## src/rtl/core/iqf_pkg.sv

```systemverilog
package iqf_pkg;

    // Default queue depth, in entries
    localparam int DEFAULT_DEPTH = 256;

    localparam int MSG_W   = 16;
    localparam int HND_W   = 16;
    localparam int ENTRY_W = MSG_W + HND_W;
    localparam int ICNT_W  = 32;
    localparam int ECNT_W  = 9;

    // Request codes
    localparam logic [2:0] REQ_PUSH   = 3'd0;
    localparam logic [2:0] REQ_POP    = 3'd1;
    localparam logic [2:0] REQ_Q_ON   = 3'd2;
    localparam logic [2:0] REQ_Q_OFF  = 3'd3;
    localparam logic [2:0] REQ_CHECK  = 3'd4;
    localparam logic [2:0] REQ_SETLST = 3'd5;
    localparam logic [2:0] REQ_DROP   = 3'd6;

    // Status codes
    localparam logic [1:0] ST_OK        = 2'd0;
    localparam logic [1:0] ST_OVERFLOW  = 2'd1;
    localparam logic [1:0] ST_UNDERFLOW = 2'd2;

    typedef struct packed {
        logic [2:0]        req_type;
        logic [MSG_W-1:0]  int_message;
        logic [HND_W-1:0]  handler_addr;
        logic [ICNT_W-1:0] instr_count;
    } t_in;

    typedef struct packed {
        logic [MSG_W-1:0]  out_message;
        logic [HND_W-1:0]  out_handler;
        logic [1:0]        status;
        logic              dispatch_ready;
        logic              queueing_flag;
        logic [ECNT_W-1:0] entry_count;
    } t_out;

    // Controller to datapath commands
    typedef struct packed {
        logic capture;
        logic execute;
    } t_cmd;

endpackage

```

## src/rtl/core/iqf_ctrl.sv

```systemverilog
module iqf_ctrl
    import iqf_pkg::*;
(
    input  logic i_clk,
    input  logic i_rst_n,
    input  logic i_in_valid,
    output logic o_in_ready,
    output logic o_out_valid,
    input  logic i_out_ready,
    output t_cmd o_cmd
);

    typedef enum logic [1:0] {
        S_IDLE,
        S_EXEC,
        S_OUT
    } t_state;

    t_state r_state;
    logic   r_in_ready;
    logic   r_out_valid;

    always_ff @(posedge i_clk) begin
        if (!i_rst_n) begin
            r_state     <= S_IDLE;
            r_in_ready  <= 1'b1;
            r_out_valid <= 1'b0;
        end else begin
            case (r_state)
                S_IDLE: begin
                    if (i_in_valid) begin
                        r_state    <= S_EXEC;
                        r_in_ready <= 1'b0;
                    end
                end
                S_EXEC: begin
                    r_state     <= S_OUT;
                    r_out_valid <= 1'b1;
                end
                S_OUT: begin
                    if (i_out_ready) begin
                        r_state     <= S_IDLE;
                        r_out_valid <= 1'b0;
                        r_in_ready  <= 1'b1;
                    end
                end
                default: begin
                    r_state     <= S_IDLE;
                    r_out_valid <= 1'b0;
                    r_in_ready  <= 1'b1;
                end
            endcase
        end
    end

    assign o_in_ready    = r_in_ready;
    assign o_out_valid   = r_out_valid;
    assign o_cmd.capture = r_in_ready && i_in_valid;
    assign o_cmd.execute = (r_state == S_EXEC);

`ifndef SYNTHESIS
    a_no_overlap: assert property (@(posedge i_clk) disable iff (!i_rst_n)
        !(o_in_ready && o_out_valid))
        else $error("iqf_ctrl: input and output open together");

    a_cap_exec: assert property (@(posedge i_clk) disable iff (!i_rst_n)
        o_cmd.capture |=> o_cmd.execute)
        else $error("iqf_ctrl: capture not followed by execute");

    a_exec_out: assert property (@(posedge i_clk) disable iff (!i_rst_n)
        o_cmd.execute |=> (o_out_valid && !o_cmd.execute))
        else $error("iqf_ctrl: execute not followed by result");
`endif

endmodule

```

## config.mk

```make
export PLATFORM = sky130hd
export DESIGN_NAME = iqf_ctrl
export DESIGN_NICKNAME = d
export VERILOG_FILES = /design/src/rtl/core/iqf_pkg.sv /design/src/rtl/core/iqf_ctrl.sv
export SDC_FILE = /design/constraint.sdc
export NUM_CORES = 1
export LEC_CHECK = 0
export CORE_AREA = 2 2 39 41
export CTS_BUF_LIST = sky130_fd_sc_hd__clkbuf_8
export DETAILED_ROUTE_END_ITERATION = 16
export DIE_AREA = 0 0 41 43
export DONT_BUFFER_PORTS = 1
export SYNTH_ARGS = -nofsm -noshare
export SYNTH_HDL_FRONTEND = slang
export SYNTH_SLANG_ARGS = --single-unit
```

## constraint.sdc

```tcl
create_clock -name i_clk -period 1.86 [get_ports i_clk]
set_clock_uncertainty 0.1 [all_clocks]
set_input_delay 0 -clock i_clk [delete_from_list [all_inputs] [get_ports i_clk]]
set_output_delay 0 -clock i_clk [all_outputs]
set_load 0.02 [all_outputs]
```

==> results.md <==
- Drt total wl: 434 µm
- Switching power: 65.2 µW
- Grt ovf: 0
- CTS tree: yes
- Sequential share of the synthesized area: 0.529
- Compound-Gate Fraction of Synth Area: 0.231
- Post-synthesis simple-gate area fraction: 0.215
- Slowest stage delay, CP: 600 ps
- TritonCTS Sinks: 4
- Post-Synthesis Cells: 13
- 1st-iter DRT viols: 0
- TritonCTS buffer count: 3
- Reg clk slew, reported paths: 30 ps
- Final Max Slew Viols: 0
- Critical path endpoint category: register
- First-pass DRT Iterations: 1
- FP Rows: 14
- First-pass GRT wire length: 696 µm
- CP max stage cell: dlygate4sd3_1
- Nets: 26
- Cell Pwr Density: 1230 nW/µm²
- Crit path launch type: input pin
- Register area: 80.1 µm²
- CTS Buffer Depth: 2
- Chip width: 41 µm
- Combinational share of power: 0.090
- # Post-CTS Setup Buffers: 0
- Largest net degree at the start of global routing: 6
- Synth cell types: 10
- Synth warnings: 0
- Setup TNS: 0 ps
- Maximum VDD drop: 153 µV
- Root Buffer: clkbuf_8
- Required time of the critical path: 1920 ps
- DR vias/cell: 3.61
- Reg power frac: 0.335
- Slew of the pin with the lowest slew margin: 472 ps
- Crit path buf inv count: 2
- Die footprint: 1760 µm²
- Core area: 1380 µm²
- Hold Crit Class: input pin to primary output
- Clock share of power: 0.575
- Outcome: finished, final reports clean
- Initial antenna violation count: 0
- Yosys reg bits: 4
- Static leakage: 0.105 nW
- DRT antenna net count: 0
- Critical Path Fanout Max: 4
- Vias: 130
- CP delay by family, top: buffers and inverters
- Slew HR: 0.685
- Top Ports: 8
- Adder-Cell Fraction of Synth Area: 0
- Multi-input gate area: 67.6 µm²
- Main combinational cell family by area after synthesis: compound AO/OA/AOI/OAI gates
- Synthesis-to-finish area growth: 66.9%
- Vias in the first global route: 173
- Placer Congestion: 0.467
- Post-synthesis xor/xnor area fraction: 0
- DIE HEIGHT: 43 µm
- Htree depth: 1
- Fill cell count: 158
- Int Power: 246 µW
- Max cap viols: 0
- Clock latency on the worst-skew pair: 210 ps
- Most frequent cells in the layout: dlygate4sd3_1 (4), dfxtp_1 (4), clkbuf_8 (3)
- Tmin final: 1500 ps
- Initial Util: 0.109
- Inserted Diodes: 0
- Global Route Usage Sum: 0.0692
- Drt drc: 0
- Synthesized Nets: 17
- Final Hold Viols: 0
- WS Path Type: input pin to register
- Port Buffers: 0
- Avg Inst Size Synth: 11.6 µm²
- Multiplexer share of the synthesized area: 0
- Net Sw Frac: 0.210
- Setup violators final: 0
- Avg WL per Cell: 12.1 µm
- F_max: 669 MHz
- Unrepaired setup endpoints after global routing: false
- Most used cell, CP: dlygate4sd3_1
- Cell Area, Synth: 151 µm²
- Final period utilization: 0.804
- CP arrival: 1550 ps
- Cell Chain, Critical Path: dlygate4sd3_1 -> and4bb_1 -> a31oi_2 -> dlygate4sd3_1
- Hold_ws: 108 ps
- Fraction of layout cells with a size suffix above 1: 0.200
==> timing repair <==
item,CTS,global route
hold buffers,4,0
hold endpoints to repair,4,0
resized for setup,0,0
==> metal layers <==
metal,wire length (µm),global-route usage,up-vias,share of wire
met5,0,0,-,0
met4,0,0.0800,0,0
met3,67,0.0524,0,0.15
met2,225,0.0969,8,0.52
met1,142,0.0513,60,0.33
li1,-,-,62,-
==> flip-flops by register name (all words and copies together), names as in the netlist <==
signal       count
r_state          2
o_in_ready       1
o_out_valid      1
==> cells by family (layout without fill, tap and decap cells) <==
kind of cell | after synthesis | count (layout)
buffers and inverters | 1 | 8
AND/OR/NAND/NOR | 4 | 4
AO/OA/AOI/OAI | 4 | 4
flip-flops | 4 | 4
==> final cells by class <==
class                      count  share of cell area
sequential                     4               0.317
timing repair buffer           4               0.158
clock buffer                   3               0.163
inverter                       1              0.0149
multi-input combinational      8               0.267
tap                           16              0.0792
==> power by group through the flow <==
stage | clock network, mW | logic (mW) | registers [mW]
floorplan | 0 | 0.0161 | 0.104
global placement | 0 | 0.0168 | 0.105
detailed placement | 0 | 0.0180 | 0.106
CTS | 0.187 | 0.0283 | 0.105
global route | 0.190 | 0.0315 | 0.106
finish | 0.179 | 0.0279 | 0.104
==> synthesized netlist by cell type <==
cell type / n / area (µm²)
dfxtp_1: 4 / 80.1
a31oi_2: 1 / 12.5
and2_1: 1 / 6.26
and4bb_1: 1 / 12.5
inv_1: 1 / 3.75
nor2b_1: 1 / 6.26
nor3b_1: 1 / 7.51
o211a_1: 1 / 10.0
o21a_1: 1 / 7.51
o21ai_1: 1 / 5.00
==> path summary, 6_finish.rpt <==
check	startpoint	end	slack (ps)	cells after the start
worst max register to register	r_state[0]$_SDFFE_PN0P_	o_in_ready$_SDFFE_PN1P_	380	3
worst min-delay path	i_in_valid	o_cmd[1]	110	1
worst max-delay path	i_rst_n	o_in_ready$_SDFFE_PN1P_	360	4
worst min register to register	r_state[0]$_SDFFE_PN0P_	o_out_valid$_SDFFE_PN0P_	440	1
==> metrics by stage <==
stage	util	setup slack, ps	cell area [µm²]	total power [mW]	std cells
after floorplan	-	794	151	0.120	13
after global routing	0.183	298	253	0.327	36
after CTS	0.183	373	253	0.320	36
final	0.183	364	253	0.311	36
after global placement	0.124	760	171	0.121	29
after detailed placement	0.124	700	171	0.124	29
(Power assumes the default switching activity.)
